===== src/rtl/kst_pkg.sv =====
// kst_pkg: shared types and codes for the key state tracker
// holds function codes, phase codes, controller states and command/result structs
// no dependencies
package kst_pkg;

  localparam int KEY_W  = 25;
  localparam int FUNC_W = 3;

  localparam logic [FUNC_W-1:0] FN_PRESS   = 3'd0;
  localparam logic [FUNC_W-1:0] FN_RELEASE = 3'd1;
  localparam logic [FUNC_W-1:0] FN_TICK    = 3'd2;
  localparam logic [FUNC_W-1:0] FN_QUERY   = 3'd3;
  localparam logic [FUNC_W-1:0] FN_CLEAR   = 3'd4;

  typedef enum logic [1:0] {
    PH_TRIG  = 2'd0,
    PH_PRESS = 2'd1,
    PH_REL   = 2'd2
  } phase_t;

  typedef enum logic [1:0] {
    ST_IDLE,
    ST_CMP,
    ST_EXE
  } state_t;

  typedef struct packed {
    logic capture;
    logic compare;
    logic exec;
  } cmd_t;

  typedef struct packed {
    logic is_triggered;
    logic is_pressed;
    logic is_released;
    logic press_dropped;
  } result_t;

endpackage


===== src/rtl/kst_if.sv =====
// kst_if: valid/ready channel interfaces for key state tracker transactions
// depends on kst_pkg for field widths
interface kst_in_if;
  import kst_pkg::*;

  logic              valid;
  logic              ready;
  logic [FUNC_W-1:0] func;
  logic [KEY_W-1:0]  key_code;

  modport source (output valid, output func, output key_code, input ready);
  modport sink   (input valid, input func, input key_code, output ready);
endinterface

interface kst_out_if;
  logic valid;
  logic ready;
  logic is_triggered;
  logic is_pressed;
  logic is_released;
  logic press_dropped;

  modport source (output valid, output is_triggered, output is_pressed,
                  output is_released, output press_dropped, input ready);
  modport sink   (input valid, input is_triggered, input is_pressed,
                  input is_released, input press_dropped, output ready);
endinterface


===== src/rtl/key_state_tracker.sv =====
// key_state_tracker: bounded table of held keys with triggered/pressed/released phases
// capture, compare, then execute raises result valid once the result register is free
// a new transaction is taken only in idle, once the previous one has executed
// the result register lets the next transaction enter while a result waits
// reset clears all valid marks and the controller at once; no clearing pass
// depends on kst_pkg, kst_if, kst_ctrl, kst_dp
module key_state_tracker #(
  parameter int TABLE_ENTRIES = 16
) (
  input logic       clk,
  input logic       rst_n,
  kst_in_if.sink    in_ch,
  kst_out_if.source out_ch
);
  import kst_pkg::*;

  cmd_t    cmd;
  result_t result;
  logic    in_ready;
  logic    out_valid;

  kst_ctrl u_ctrl (
    .clk       (clk),
    .rst_n     (rst_n),
    .in_valid  (in_ch.valid),
    .in_ready  (in_ready),
    .out_ready (out_ch.ready),
    .out_valid (out_valid),
    .cmd       (cmd)
  );

  kst_dp #(
    .TABLE_ENTRIES (TABLE_ENTRIES)
  ) u_dp (
    .clk         (clk),
    .rst_n       (rst_n),
    .cmd         (cmd),
    .in_func     (in_ch.func),
    .in_key_code (in_ch.key_code),
    .result      (result)
  );

  assign in_ch.ready          = in_ready;
  assign out_ch.valid         = out_valid;
  assign out_ch.is_triggered  = result.is_triggered;
  assign out_ch.is_pressed    = result.is_pressed;
  assign out_ch.is_released   = result.is_released;
  assign out_ch.press_dropped = result.press_dropped;

  a_flags_exclusive: assert property (@(posedge clk) disable iff (!rst_n)
    out_valid |-> $onehot0({result.is_triggered, result.is_pressed,
                            result.is_released, result.press_dropped}))
    else $error("more than one result flag set");

  a_one_at_a_time: assert property (@(posedge clk) disable iff (!rst_n)
    (in_ch.valid && in_ready) |=> !in_ready)
    else $error("input taken while a transaction is in work");

  a_result_after_work: assert property (@(posedge clk) disable iff (!rst_n)
    $rose(out_valid) |-> !$past(in_ready))
    else $error("result raised without an execute step");

  a_exec_needs_free_out: assert property (@(posedge clk) disable iff (!rst_n)
    cmd.exec |-> (!out_valid || out_ch.ready))
    else $error("result register overwritten");

endmodule


===== src/rtl/kst_ctrl.sv =====
// kst_ctrl: sequencing state machine for the key state tracker
// issues capture, compare and execute commands; owns the result valid flag
// depends on kst_pkg
module kst_ctrl (
  input  logic          clk,
  input  logic          rst_n,
  input  logic          in_valid,
  output logic          in_ready,
  input  logic          out_ready,
  output logic          out_valid,
  output kst_pkg::cmd_t cmd
);
  import kst_pkg::*;

  state_t state_r, state_nxt;
  logic   out_valid_r, out_valid_nxt;

  always_ff @(posedge clk) begin
    if (!rst_n) begin
      state_r     <= ST_IDLE;
      out_valid_r <= 1'b0;
    end else begin
      state_r     <= state_nxt;
      out_valid_r <= out_valid_nxt;
    end
  end

  always_comb begin
    state_nxt     = state_r;
    out_valid_nxt = out_valid_r && !out_ready;
    in_ready      = 1'b0;
    cmd           = '0;
    case (state_r)
      ST_IDLE: begin
        in_ready = 1'b1;
        if (in_valid) begin
          cmd.capture = 1'b1;
          state_nxt   = ST_CMP;
        end
      end
      ST_CMP: begin
        cmd.compare = 1'b1;
        state_nxt   = ST_EXE;
      end
      ST_EXE: begin
        // wait until the result register is free
        if (!out_valid_r || out_ready) begin
          cmd.exec      = 1'b1;
          out_valid_nxt = 1'b1;
          state_nxt     = ST_IDLE;
        end
      end
      default: begin
        state_nxt = ST_IDLE;
      end
    endcase
  end

  assign out_valid = out_valid_r;

endmodule


===== src/rtl/kst_dp.sv =====
// kst_dp: entry table datapath with one compare cell per entry
// holds keys, phases and valid marks, the match/free vectors and the result register
// depends on kst_pkg
module kst_dp #(
  parameter int TABLE_ENTRIES = 16
) (
  input  logic                      clk,
  input  logic                      rst_n,
  input  kst_pkg::cmd_t             cmd,
  input  logic [kst_pkg::FUNC_W-1:0] in_func,
  input  logic [kst_pkg::KEY_W-1:0]  in_key_code,
  output kst_pkg::result_t          result
);
  import kst_pkg::*;

  logic [FUNC_W-1:0]        func_r;
  logic [KEY_W-1:0]         key_r;
  logic [KEY_W-1:0]         entry_key_r   [TABLE_ENTRIES];
  phase_t                   entry_phase_r [TABLE_ENTRIES];
  logic [TABLE_ENTRIES-1:0] entry_valid_r;
  logic [TABLE_ENTRIES-1:0] match_r;
  logic [TABLE_ENTRIES-1:0] free_oh_r;
  logic [TABLE_ENTRIES-1:0] match_nxt;
  logic [TABLE_ENTRIES-1:0] free_vec;
  logic [1:0]               sel_phase;
  logic                     any_match;
  logic                     any_free;
  result_t                  result_r, result_nxt;

  always_ff @(posedge clk) begin
    if (cmd.capture) begin
      func_r <= in_func;
      key_r  <= in_key_code;
    end
  end

  // per-entry key compare
  always_comb begin
    for (int i = 0; i < TABLE_ENTRIES; i++) begin
      match_nxt[i] = entry_valid_r[i] && (entry_key_r[i] == key_r);
    end
  end

  assign free_vec = ~entry_valid_r;

  always_ff @(posedge clk) begin
    if (cmd.compare) begin
      match_r   <= match_nxt;
      // lowest free entry, one-hot
      free_oh_r <= free_vec & (~free_vec + {{(TABLE_ENTRIES-1){1'b0}}, 1'b1});
    end
  end

  assign any_match = |match_r;
  assign any_free  = |free_oh_r;

  always_comb begin
    sel_phase = 2'b00;
    for (int i = 0; i < TABLE_ENTRIES; i++) begin
      sel_phase = sel_phase | ({2{match_r[i]}} & entry_phase_r[i]);
    end
  end

  for (genvar g = 0; g < TABLE_ENTRIES; g++) begin : g_entry
    always_ff @(posedge clk) begin
      if (!rst_n) begin
        entry_valid_r[g] <= 1'b0;
      end else if (cmd.exec) begin
        case (func_r)
          FN_PRESS: begin
            if (!any_match && free_oh_r[g]) entry_valid_r[g] <= 1'b1;
          end
          FN_TICK: begin
            if (entry_phase_r[g] == PH_REL) entry_valid_r[g] <= 1'b0;
          end
          FN_CLEAR: begin
            entry_valid_r[g] <= 1'b0;
          end
          default: begin
          end
        endcase
      end
    end

    always_ff @(posedge clk) begin
      if (cmd.exec) begin
        case (func_r)
          FN_PRESS: begin
            if (!any_match && free_oh_r[g]) begin
              entry_key_r[g]   <= key_r;
              entry_phase_r[g] <= PH_TRIG;
            end
          end
          FN_RELEASE: begin
            if (match_r[g]) entry_phase_r[g] <= PH_REL;
          end
          FN_TICK: begin
            if (entry_valid_r[g] && entry_phase_r[g] == PH_TRIG) entry_phase_r[g] <= PH_PRESS;
          end
          default: begin
          end
        endcase
      end
    end
  end

  always_comb begin
    result_nxt = '0;
    case (func_r)
      FN_PRESS: begin
        result_nxt.press_dropped = !any_match && !any_free;
      end
      FN_QUERY: begin
        result_nxt.is_triggered = any_match && (sel_phase == PH_TRIG);
        result_nxt.is_pressed   = any_match && (sel_phase == PH_PRESS);
        result_nxt.is_released  = any_match && (sel_phase == PH_REL);
      end
      default: begin
      end
    endcase
  end

  always_ff @(posedge clk) begin
    if (cmd.exec) result_r <= result_nxt;
  end

  assign result = result_r;

endmodule


===== src/flat_wrapper.sv =====
// flat-port wrapper written by rule: the top's interface ports become plain ports
module key_state_tracker_flat import kst_pkg::*;
#(
  parameter int TABLE_ENTRIES = 16
)
  (clk, rst_n, in_ch_valid, in_ch_func, in_ch_key_code, in_ch_ready, out_ch_valid, out_ch_is_triggered, out_ch_is_pressed, out_ch_is_released, out_ch_press_dropped, out_ch_ready);
  kst_in_if in_ch_i ();
  kst_out_if out_ch_i ();
  input logic clk;
  input logic rst_n;
  input wire logic [$bits(in_ch_i.valid)-1:0] in_ch_valid;
  input wire logic [$bits(in_ch_i.func)-1:0] in_ch_func;
  input wire logic [$bits(in_ch_i.key_code)-1:0] in_ch_key_code;
  output wire logic [$bits(in_ch_i.ready)-1:0] in_ch_ready;
  output wire logic [$bits(out_ch_i.valid)-1:0] out_ch_valid;
  output wire logic [$bits(out_ch_i.is_triggered)-1:0] out_ch_is_triggered;
  output wire logic [$bits(out_ch_i.is_pressed)-1:0] out_ch_is_pressed;
  output wire logic [$bits(out_ch_i.is_released)-1:0] out_ch_is_released;
  output wire logic [$bits(out_ch_i.press_dropped)-1:0] out_ch_press_dropped;
  input wire logic [$bits(out_ch_i.ready)-1:0] out_ch_ready;
  assign in_ch_i.valid = in_ch_valid;
  assign in_ch_i.func = in_ch_func;
  assign in_ch_i.key_code = in_ch_key_code;
  assign in_ch_ready = in_ch_i.ready;
  assign out_ch_valid = out_ch_i.valid;
  assign out_ch_is_triggered = out_ch_i.is_triggered;
  assign out_ch_is_pressed = out_ch_i.is_pressed;
  assign out_ch_is_released = out_ch_i.is_released;
  assign out_ch_press_dropped = out_ch_i.press_dropped;
  assign out_ch_i.ready = out_ch_ready;
  key_state_tracker #(.TABLE_ENTRIES(TABLE_ENTRIES)) u_core (.clk(clk), .rst_n(rst_n), .in_ch(in_ch_i), .out_ch(out_ch_i));
endmodule

===== config.mk =====
export PLATFORM = sky130hd
export DESIGN_NAME = key_state_tracker_flat
export DESIGN_NICKNAME = d
export VERILOG_FILES = /design/src/rtl/kst_pkg.sv /design/src/rtl/kst_if.sv /design/src/rtl/key_state_tracker.sv /design/src/rtl/kst_ctrl.sv /design/src/rtl/kst_dp.sv /design/src/flat_wrapper.sv
export SDC_FILE = /design/constraint.sdc
export NUM_CORES = 1
export LEC_CHECK = 0
export ABC_AREA = 1
export BUFFER_PORTS_ARGS = -buffer_cell sky130_fd_sc_hd__buf_2
export CELL_PAD_IN_SITES_DETAIL_PLACEMENT = 0
export CELL_PAD_IN_SITES_GLOBAL_PLACEMENT = 1
export CORE_ASPECT_RATIO = 1.4
export CORE_MARGIN = 3
export CORE_UTILIZATION = 48
export CTS_BUF_LIST = sky130_fd_sc_hd__clkbuf_8
export CTS_CLUSTER_DIAMETER = 50
export DETAILED_ROUTE_END_ITERATION = 10
export GPL_TIMING_DRIVEN = 0
export PLACE_DENSITY_LB_ADDON = 0.1
export REMOVE_ABC_BUFFERS = 1
export SYNTH_ARGS = -nofsm -noshare
export SYNTH_HDL_FRONTEND = slang
export SYNTH_SLANG_ARGS = --single-unit

===== constraint.sdc =====
create_clock -name clk -period 2.5 [get_ports clk]
set_input_delay 0 -clock clk [delete_from_list [all_inputs] [get_ports clk]]
set_output_delay 0 -clock clk [all_outputs]
set_load 0.005 [all_outputs]

After elaboration in Yosys (flattened, before gate mapping)
Memory sizes are Yosys's and may differ from the RTL's.
Cells that the tools add are included.
Cells by class
  bitwise operators: 66
  equal/unequal tests: 74
  $add $sub $neg: 1
  mux-type cells: 283
  reductions and logical operators: 97
Operators by type and width (number)
  25-bit equality test: 16
  1-bit 2-to-1 mux: 232
  2-bit 2-to-1 mux: 34
  2-bit != test (second input constant): 34
  4-bit AND reduction: 16
  1-bit logical AND: 53
  1-bit one-hot mux with 3 select lines: 16
  2-bit equality test (second input constant): 18
  2-bit zero test: 18
  2-bit AND: 16
  16-bit inverter: 2
  1-bit OR: 32
  16-bit OR reduction: 2
  2-bit OR: 15
  16-bit by 1-bit adder with 16-bit output (second input constant): 1
  16-bit AND: 1
  3-bit by 2-bit equality test with 1-bit output (second input constant): 2
  2-bit one-hot mux with 3 select lines: 1
  2-bit by 1-bit equality test with 1-bit output (second input constant): 2
  1-bit zero test: 4
  3-bit by 1-bit equality test with 1-bit output (second input constant): 1
  3-bit equality test (second input constant): 1
  3-bit zero test: 1
  3-bit nonzero test: 1
  other kinds (2): 2
Word-level totals
  memory bits (writable): 432
  memories: 2
  register bits after elaboration: 83
  word-level logic and storage cells: 549
  bits of input ports: 32
  output and inout bits: 6
Memory list
  u_core.u_dp.entry_key_r: words 16, width 25, rd ports 16, clocked after memory_dff 0, write ports 16, RTL line kst_dp.sv:18  | logic [KEY_W-1:0] entry_key_r [TABLE_ENTRIES];
  u_core.u_dp.entry_phase_r: words 16, width 2, rd ports 16, clocked after memory_dff 0, write ports 16, RTL line kst_dp.sv:19  | phase_t entry_phase_r [TABLE_ENTRIES];

Logic depth before layout (Yosys ltp)
Gate-level depths: netlist (run 1).
  depth after elaboration: 18
  mapped depth: 10
  mapped depth without buffers: 9

Modules after synthesis
Synthesis (run 1) repeated with hierarchy kept, for this count alone.
Second synthesis, totals
  cell total of the unflattened synthesis: 2038
  area total of the unflattened synthesis: 22724.3 um^2
By module, submodules not included
  kst_dp: sequential area each 15214.6 um^2, times used 1, area an instance 22574.2 um^2, cells each 2018
  kst_ctrl: sequential area each 60.1 um^2, times used 1, area an instance 150.1 um^2, cells each 20

Worst setup path before layout (run 1)
Ideal clock, no wire load.
  path type: reg2reg
  from: register u_core.u_ctrl.state_r[1]
  to: register u_core.u_dp.func_r[0], enable pin
  buffers on the path: 0
  period minus slack after synthesis: 2.764 ns
  cell stages (with the launch flop): 2
  library setup time: 0.448 ns
  required time: 2.052 ns
  arrival: 2.316 ns
  setup slack: -0.264 ns
  cells stage by stage: dfxtp_1 > nor3_1
RTL lines
  start: declaration: RTL line kst_ctrl.sv:15  | state_t state_r, state_nxt;
  start signal: assignment: RTL line kst_ctrl.sv:23  | state_r <= state_nxt;
  end signal: assignment: RTL line kst_dp.sv:32  | func_r <= in_func;
  end: declaration: RTL line kst_dp.sv:16  | logic [FUNC_W-1:0] func_r;

Worst setup path after layout (run 1)
  from: register u_core.u_dp.key_r[14]
  to: register u_core.u_dp.match_r[10] (data pin)
On the way
  cells in the longest elaborated chain, start to end: 2
RTL lines
  start: declaration: RTL line kst_dp.sv:17  | logic [KEY_W-1:0] key_r;
  start signal: assignment: RTL line kst_dp.sv:33  | key_r <= in_key_code;
  25-bit equality test: RTL line kst_dp.sv:40  | match_nxt[i] = entry_valid_r[i] && (entry_key_r[i] == key_r);
  1-bit logical AND: RTL line kst_dp.sv:40
  named net u_core.u_dp.match_nxt[10]: RTL line kst_dp.sv:23  | logic [TABLE_ENTRIES-1:0] match_nxt;
  end signal: assignment: RTL line kst_dp.sv:48  | match_r <= match_nxt;
  end: declaration: RTL line kst_dp.sv:21  | logic [TABLE_ENTRIES-1:0] match_r;
The timed path passes the listed nets, and every way through them passes these cells.
A chain may end at the register's enable or synchronous reset.

==> impl_metrics.tcl, run 1 <==
set metrics [dict create \
    status "finished with violations" \
    violations "setup timing" \
    portBuffers 37 \
    rsz0062_at_grt "yes" \
    relSlewSlack 0.332 \
    root_buffer "clkbuf_8" \
    setup_viol 1 \
    nFillCells 4044 \
    synth_ff_type "edfxtp_1" \
    report.final.slew_viol_count 0 \
    critPathKind "register to register" \
    worst-slew-pin-transition_ns 0.997 \
    synthSimpleGateAreaFrac 0.173 \
    async_flop_share 0 \
    path_clk_slew_ns 0.07 \
    p_leak_nw 9.54 \
    drt_iter0_drc 1803 \
    yosysSeqAreaShare 0.676 \
    cts_htree_levels 3 \
    reg2reg_depth 7 \
    cap_violations 0 \
    clock_skew_ns 0.0260 \
    cp_common_cell "nor2_1" \
    final_cells 2922 \
    grt_max_degree 29 \
    syn_avg_cell_area_um2 11.1 \
    core-area_um2 46300 \
    synthAdderAreaFrac 0 \
    num_vias 16600 \
    power.total_w 0.0180 \
    path_cells "inv_1 > buf_16 > o22ai_1 > or2_2 > nor2_1 > nand3_1 > nor2_1" \
    gr-total-overflow 0 \
    clock-sinks 515 \
    ys_types 40 \
    viasPerCell 5.68 \
    hold_path.class "input pin to register" \
    fin_crit_sh 1.02 \
    synthXorXnorAreaFrac 0.0449 \
    nets 2276 \
    fmax_mhz 393 \
    dieArea_um2 49800 \
    ios 38 \
    yosysTopAreaCellShare 0.659 \
    netlist_top_cells_area "edfxtp_1 66%, nand2_1 8.9%, nor2_1 3.9%" \
    clock_latency_ns 0.68 \
    synthMuxAreaShare 0 \
    crit_slowest_cell "inv_1" \
    start_util 0.488 \
    ys_warn_count 0 \
    grt_pass1_vias 16000 \
    ir_drop_mv 0.496 \
    drcViolationCount 0 \
    ant_nets 0 \
    layout_setup_ws_ns -0.0464 \
    dp.cells 2647 \
    hold_depth 2 \
    synthCells 2043 \
    synth-compound-area-share 0.0644 \
    hpwl_um 41600 \
    synth_largest_area_cell "edfxtp_1" \
    timing.final.crit_period_ns 2.55 \
    cts_buffers 80 \
    place.gp.congestion 0.901 \
    wire_per_inst_um 25.8 \
    synth_edf_count 496 \
    die_h_um 263 \
    synth.cell_area_um2 22600 \
    cellPowerDensity_nw_per_um2 680 \
    die_w_um 189 \
    synth_seq_cells 515 \
    num_rows 93 \
    grt_pass1_wl_um 107000 \
    grt_usage 0.300 \
    ctsLongestPathBuffers 3 \
    synth_top_family_by_area "simple AND/OR/NAND/NOR gates" \
    antenna_found_initial 4 \
    cts_tree "built" \
    cp-end-kind "register" \
    worstPathRequired_ns 2.92 \
    layout-drive-gt1-share 0.145 \
    slowest_delay_ns 0.58 \
    yosysMostFrequentCell "nand2_1" \
    startpoint_type "register" \
    routed_wl_um 75300 \
    hold_viol_final 0 \
    critPathArrivalTime_ns 2.97 \
    drt-pass1-iter-count 6 \
    final_core_util 0.573 \
    path_max_fanout 17 \
    synthToLayoutAreaGrowth_pct 17.4 \
    synth_common_cells "535 x nand2_1, 496 x edfxtp_1, 234 x nor2_1, 125 x o21ai_0, 119 x inv_1" \
]
-- metrics by stage --
| stage | hold slack, ns | instance area, um2 | TNS (ns) | setup slack, ns |
|---|---|---|---|---|
| after CTS | 0.000783 | 26300 | -0.0750 | -0.0750 |
| after global placement | 0.176 | 23100 | -526.75 | -1.82 |
| final | 0.0391 | 26600 | -0.0464 | -0.0464 |
| after global routing | 0.0163 | 26600 | -2.72 | -0.0704 |
| after floorplan | 0.0989 | 22200 | -8.67 | -0.264 |
| after detailed placement | 0.178 | 23700 | -366.93 | -1.23 |
-- cell families (layout without fill, tap and decap cells) --
family	after synthesis	count (layout)
simple gates	950	950
buf+inv	205	466
compound gates	257	257
xor+xnor	116	116
other cells	0	1
flops	515	515
-- layer usage --
layer	vias up	track usage	part of all wire
met2	817	0.489	0.48
met3	210	0.0542	0.085
met4	0	0.161	0.059
met5	-	0	0
li1	7475	-	-
met1	8099	0.381	0.38
-- final timing paths --
check	startpoint	end	slack, ns
worst min-delay path	in_ch_key_code[6]	u_core.u_dp.key_r[6]	0.04
worst min register to register	u_core.u_dp.entry_valid_r[15]	u_core.u_dp.entry_valid_r[15]	0.49
worst max register to register	u_core.u_dp.key_r[14]	u_core.u_dp.match_r[10]	-0.05
worst max-delay path	u_core.u_dp.key_r[14]	u_core.u_dp.match_r[10]	-0.05
-- sequential cells by signal, indices dropped and copies added (netlist names) --
name,count
u_core.u_ctrl.out_valid,1
u_core.u_dp.result,4
u_core.u_dp.func_r,3
u_core.u_dp.key_r,25
u_core.u_dp.match_r,16
u_core.u_dp.entry_valid_r,16
u_core.u_dp.free_oh_r,16
u_core.u_dp.entry_key_r,400
u_core.u_ctrl.state_r,2
u_core.u_dp.entry_phase_r,32
-- layout by cell type (no fill, tap or decap), types with 15 or more instances in the layout --
master / n
a21oi_1: 40
buf_16: 15
buf_2: 37
buf_4: 60
clkbuf_8: 84
clkinv_1: 25
clkinvlp_4: 48
dfxtp_1: 19
dlygate4sd3_1: 34
edfxtp_1: 496
inv_1: 111
nand2_1: 535
nand3_1: 68
nand4_1: 19
nor2_1: 231
nor3_1: 49
o21ai_0: 125
o22ai_1: 60
xnor2_1: 63
xor2_1: 53
-- layout make-up --
class                   instances  area, um2  share of cell area
flip-flops and latches        515      15300               0.575
multi-input cells            1323       6460               0.243
repair buffers                169       1750              0.0660
clock buffers                  84       1160              0.0435
well taps                     617        772              0.0291
inverters                     132        594              0.0224
clock inverters                58        373              0.0140
repair inverters               23        165             0.00622
diodes                          1       2.50           0.0000942
-- timing repair --
action,in CTS,in global routing
hold buffers,34,0
pin swaps,3,0
buffers inserted,59,16
gates cloned,16,7
setup endpoints to repair,440,184
hold endpoints to repair,66,0
gates resized for setup,51,8
-- worst max-delay path, delay by kind of cell, from the launching register on --
| kind | cells | cell delay (ns) |
|---|---|---|
| buffers and inverters | 2 | 0.83 |
| AND/OR/NAND/NOR | 4 | 0.84 |
| flip-flops | 1 | 0.51 |
| AO/OA/AOI/OAI | 1 | 0.09 |
-- power breakdown --
group	internal, W	total (W)	switching, W
Sequential	0.00952	0.00960	0.0000793
Combinational	0.000455	0.00144	0.000982
Clock	0.00363	0.00701	0.00338
(Power assumes the default switching activity.)
==> run 2: changes to the inputs <==
- SYNTH_HIERARCHICAL: default -> 1
==> run 2 against run 1 <==
  * The flow still finishes with violations (setup timing)
  * Die area increased by 0.49%
  * Total power is 2.8% lower
  * Via count decreased by 0.40%
  * Area after synthesis grew 0.51%
  * Register-to-register slack gained 0.05 ns
  * Sequential power is 0.4% higher
  * Final area increased by 1.2%
  * Clock skew rose by 0.022 ns
  * First-iteration DRC count shrank 16%
  * Worst setup slack improved by 0.046 ns
  * Largest cell class unchanged
==> impl_metrics.tcl, run 2 <==
set metrics [dict create \
    yosysTopAreaCellShare 0.655 \
    die_w_um 190 \
    clock_skew_ns 0.0481 \
    grt_pass1_vias 15900 \
    cts_buffers 82 \
    rrSetupSlack_ns -0.0004 \
    cap_violations 0 \
    worstPathRequired_ns 2.89 \
    reg_top3 "u_core/u_dp/entry_key_r: 400 flops, u_core/u_dp/entry_phase_r: 32 flops, u_core/u_dp/key_r: 25 flops" \
    grtUsageMet3 0.0460 \
    critPathKind "register to register" \
    drt-pass1-iter-count 5 \
    ys_types 45 \
    clock-sinks 515 \
    synth_common_cells "509 x nand2_1, 496 x edfxtp_1, 261 x nor2_1, 109 x inv_1, 108 x o21ai_0" \
    core-area_um2 46400 \
    hpwl_um 42000 \
    p_seq_frac 0.549 \
    cts_tree "built" \
    p_leak_nw 9.72 \
    power.total_w 0.0175 \
    synthToLayoutAreaGrowth_pct 18.2 \
    ir_drop_mv 0.565 \
    startpoint_type "register" \
    synth_edf_count 496 \
    nets 2286 \
    wire_per_inst_um 25.9 \
    async_flop_share 0 \
    synth_ff_type "edfxtp_1" \
    rsz0062_at_grt "no" \
    start_util 0.489 \
    yosysSeqAreaShare 0.672 \
    grt_usage 0.302 \
    crit_path_end "u_core/u_dp/match_r[5]" \
    hold_path.class "input pin to register" \
    fin_hold_ws_ns 0.0443 \
    final_common_cell "nand2_1" \
    status "finished with violations" \
    cts_htree_levels 3 \
    report.final.slew_viol_count 0 \
    final_cell_mix "509 x nand2_1, 496 x edfxtp_1, 259 x nor2_1" \
    hold_viol_final 0 \
    place.gp.congestion 0.847 \
    viasPerCell 5.64 \
    fin_crit_sh 1.00 \
    power_frac_comb 0.083 \
    grt.busiest_layer "met2" \
    worst-slew-pin-transition_ns 1.02 \
    net-switching-power_w 0.00445 \
    ios 38 \
    largest_reg_flops 400 \
    path_clk_slew_ns 0.06 \
    clock_latency_ns 0.68 \
    timing.final.crit_period_ns 2.50 \
    violations "setup timing" \
    drcViolationCount 0 \
    globalRouteMet2Util 0.516 \
    cp-end-kind "register" \
    synth_seq_cells 515 \
    relSlewSlack 0.322 \
    ant_nets 0 \
    gr-total-overflow 0 \
    critPathArrivalTime_ns 2.89 \
    switching_share 0.253 \
    root_buffer "clkbuf_8" \
    drt_iter0_drc 1518 \
    num_vias 16500 \
    synth_largest_area_cell "edfxtp_1" \
    netlist_top_cells_area "edfxtp_1 66%, nand2_1 8.4%, nor2_1 4.3%" \
    grt_max_degree 33 \
    path_max_fanout 18 \
    die_h_um 263 \
    synthCells 2038 \
    p_clk_frac 0.368 \
    cellPowerDensity_nw_per_um2 653 \
    layout_setup_ws_ns -0.000445 \
    final_core_util 0.579 \
    reg2reg_depth 9 \
    antenna_found_initial 4 \
    use_met1 0.374 \
    yosysMostFrequentCell "nand2_1" \
    r2r-start "u_core/u_dp/key_r[10]" \
    final.setup.tns_ns -0.000445 \
    num_rows 93 \
    regMostFlops "u_core/u_dp/entry_key_r" \
    dieArea_um2 50000 \
    syn_avg_cell_area_um2 11.2 \
    setup_viol 1 \
    portBuffers 37 \
    ctsLongestPathBuffers 3 \
    layout-drive-gt1-share 0.142 \
    synth.cell_area_um2 22700 \
    fmax_mhz 400 \
    routed_wl_um 75900 \
    ys_warn_count 6 \
    critical_path.startpoint "u_core/u_dp/key_r[10]" \
    grt_pass1_wl_um 108000 \
    intPower_w 0.0131 \
    reg2reg_to "u_core/u_dp/match_r[5]" \
]
-- run 2: logic make-up after synthesis --
family	after synthesis	share of synthesized area
and+or+nand+nor	948	0.172
buffers and inverters	207	0.0461
AOI/OAI and AO/OA	245	0.0621
xor gates and xnor gates	123	0.0474
DFF	515	0.672
-- run 2: final cells by class --
cell class                      instances  area [um2]
Tap cell                              617         772
Clock inverter                         59         263
Timing Repair Buffer                  185        2190
Clock buffer                           83        1140
Fill cell                            3828       19600
Antenna cell                            1        2.50
Sequential cell                       515       15300
Inverter                              133         593
Multi-Input combinational cell       1316        6460
Timing Repair inverter                 21         158
-- run 2: worst max-delay path, stage by stage, from the launching register on --
cell and delay (ns):
edfxtp_1 0.95, buf_16 0.24, inv_4 0.14, nand2_1 0.09, o21ai_0 0.07, nor2_1 0.11
nand2_1 0.06, nor2_1 0.09, nand2_1 0.07, nor2_1 0.37
-- run 2: repair_timing --
| action | in CTS | in global routing |
|---|---|---|
| buffers inserted | 52 | 24 |
| gates resized for setup | 47 | 9 |
| hold endpoints to repair | 77 | 0 |
| cloned | 18 | 3 |
| hold buffers | 49 | 0 |
| endpoints found under the setup margin | 420 | 376 |
| pin swaps | 2 | 0 |
-- run 2: worst min path at each step --
stage                     slack, ns                from               endpoint  depth (start not counted)
after global placement         0.18  in_ch_key_code[17]  u_core/u_dp/key_r[17]                          1
after detailed placement       0.18   in_ch_key_code[2]   u_core/u_dp/key_r[2]                          1
after global routing           0.04   in_ch_key_code[1]   u_core/u_dp/key_r[1]                          2
after floorplan                 0.1       in_ch_func[0]  u_core/u_dp/func_r[0]                          0
after CTS                     0.002  in_ch_key_code[16]  u_core/u_dp/key_r[16]                          2
final                          0.04  in_ch_key_code[24]  u_core/u_dp/key_r[24]                          2
-- run 2: power by group through the flow --
stage               combinational [W]  sequential, W  clock [W]
CTS                           0.00138        0.00966    0.00654
global placement             0.000765         0.0101          0
detailed placement           0.000998        0.00999          0
global route                  0.00152        0.00964    0.00694
floorplan                    0.000481        0.00986          0
finish                        0.00145        0.00964    0.00646
-- run 2: layer usage --
layer	wire length, um	up-vias
met4	3910	0
met2	37700	755
met3	5700	200
met5	0	-
met1	28600	8074
li1	-	7505
-- run 2: stage by stage --
| step | area [um2] | instances | worst slack [ns] |
|---|---|---|---|
| 6_report | 26900 | 2930 | -0.000445 |
| 5_1_grt | 26900 | 2930 | 0.00199 |
| 4_1_cts | 26500 | 2901 | -0.124 |
| 3_5_place_dp | 23700 | 2640 | -1.03 |
| 3_3_place_gp | 23100 | 2618 | -3.00 |
| 2_1_floorplan | 22200 | 1964 | -0.957 |
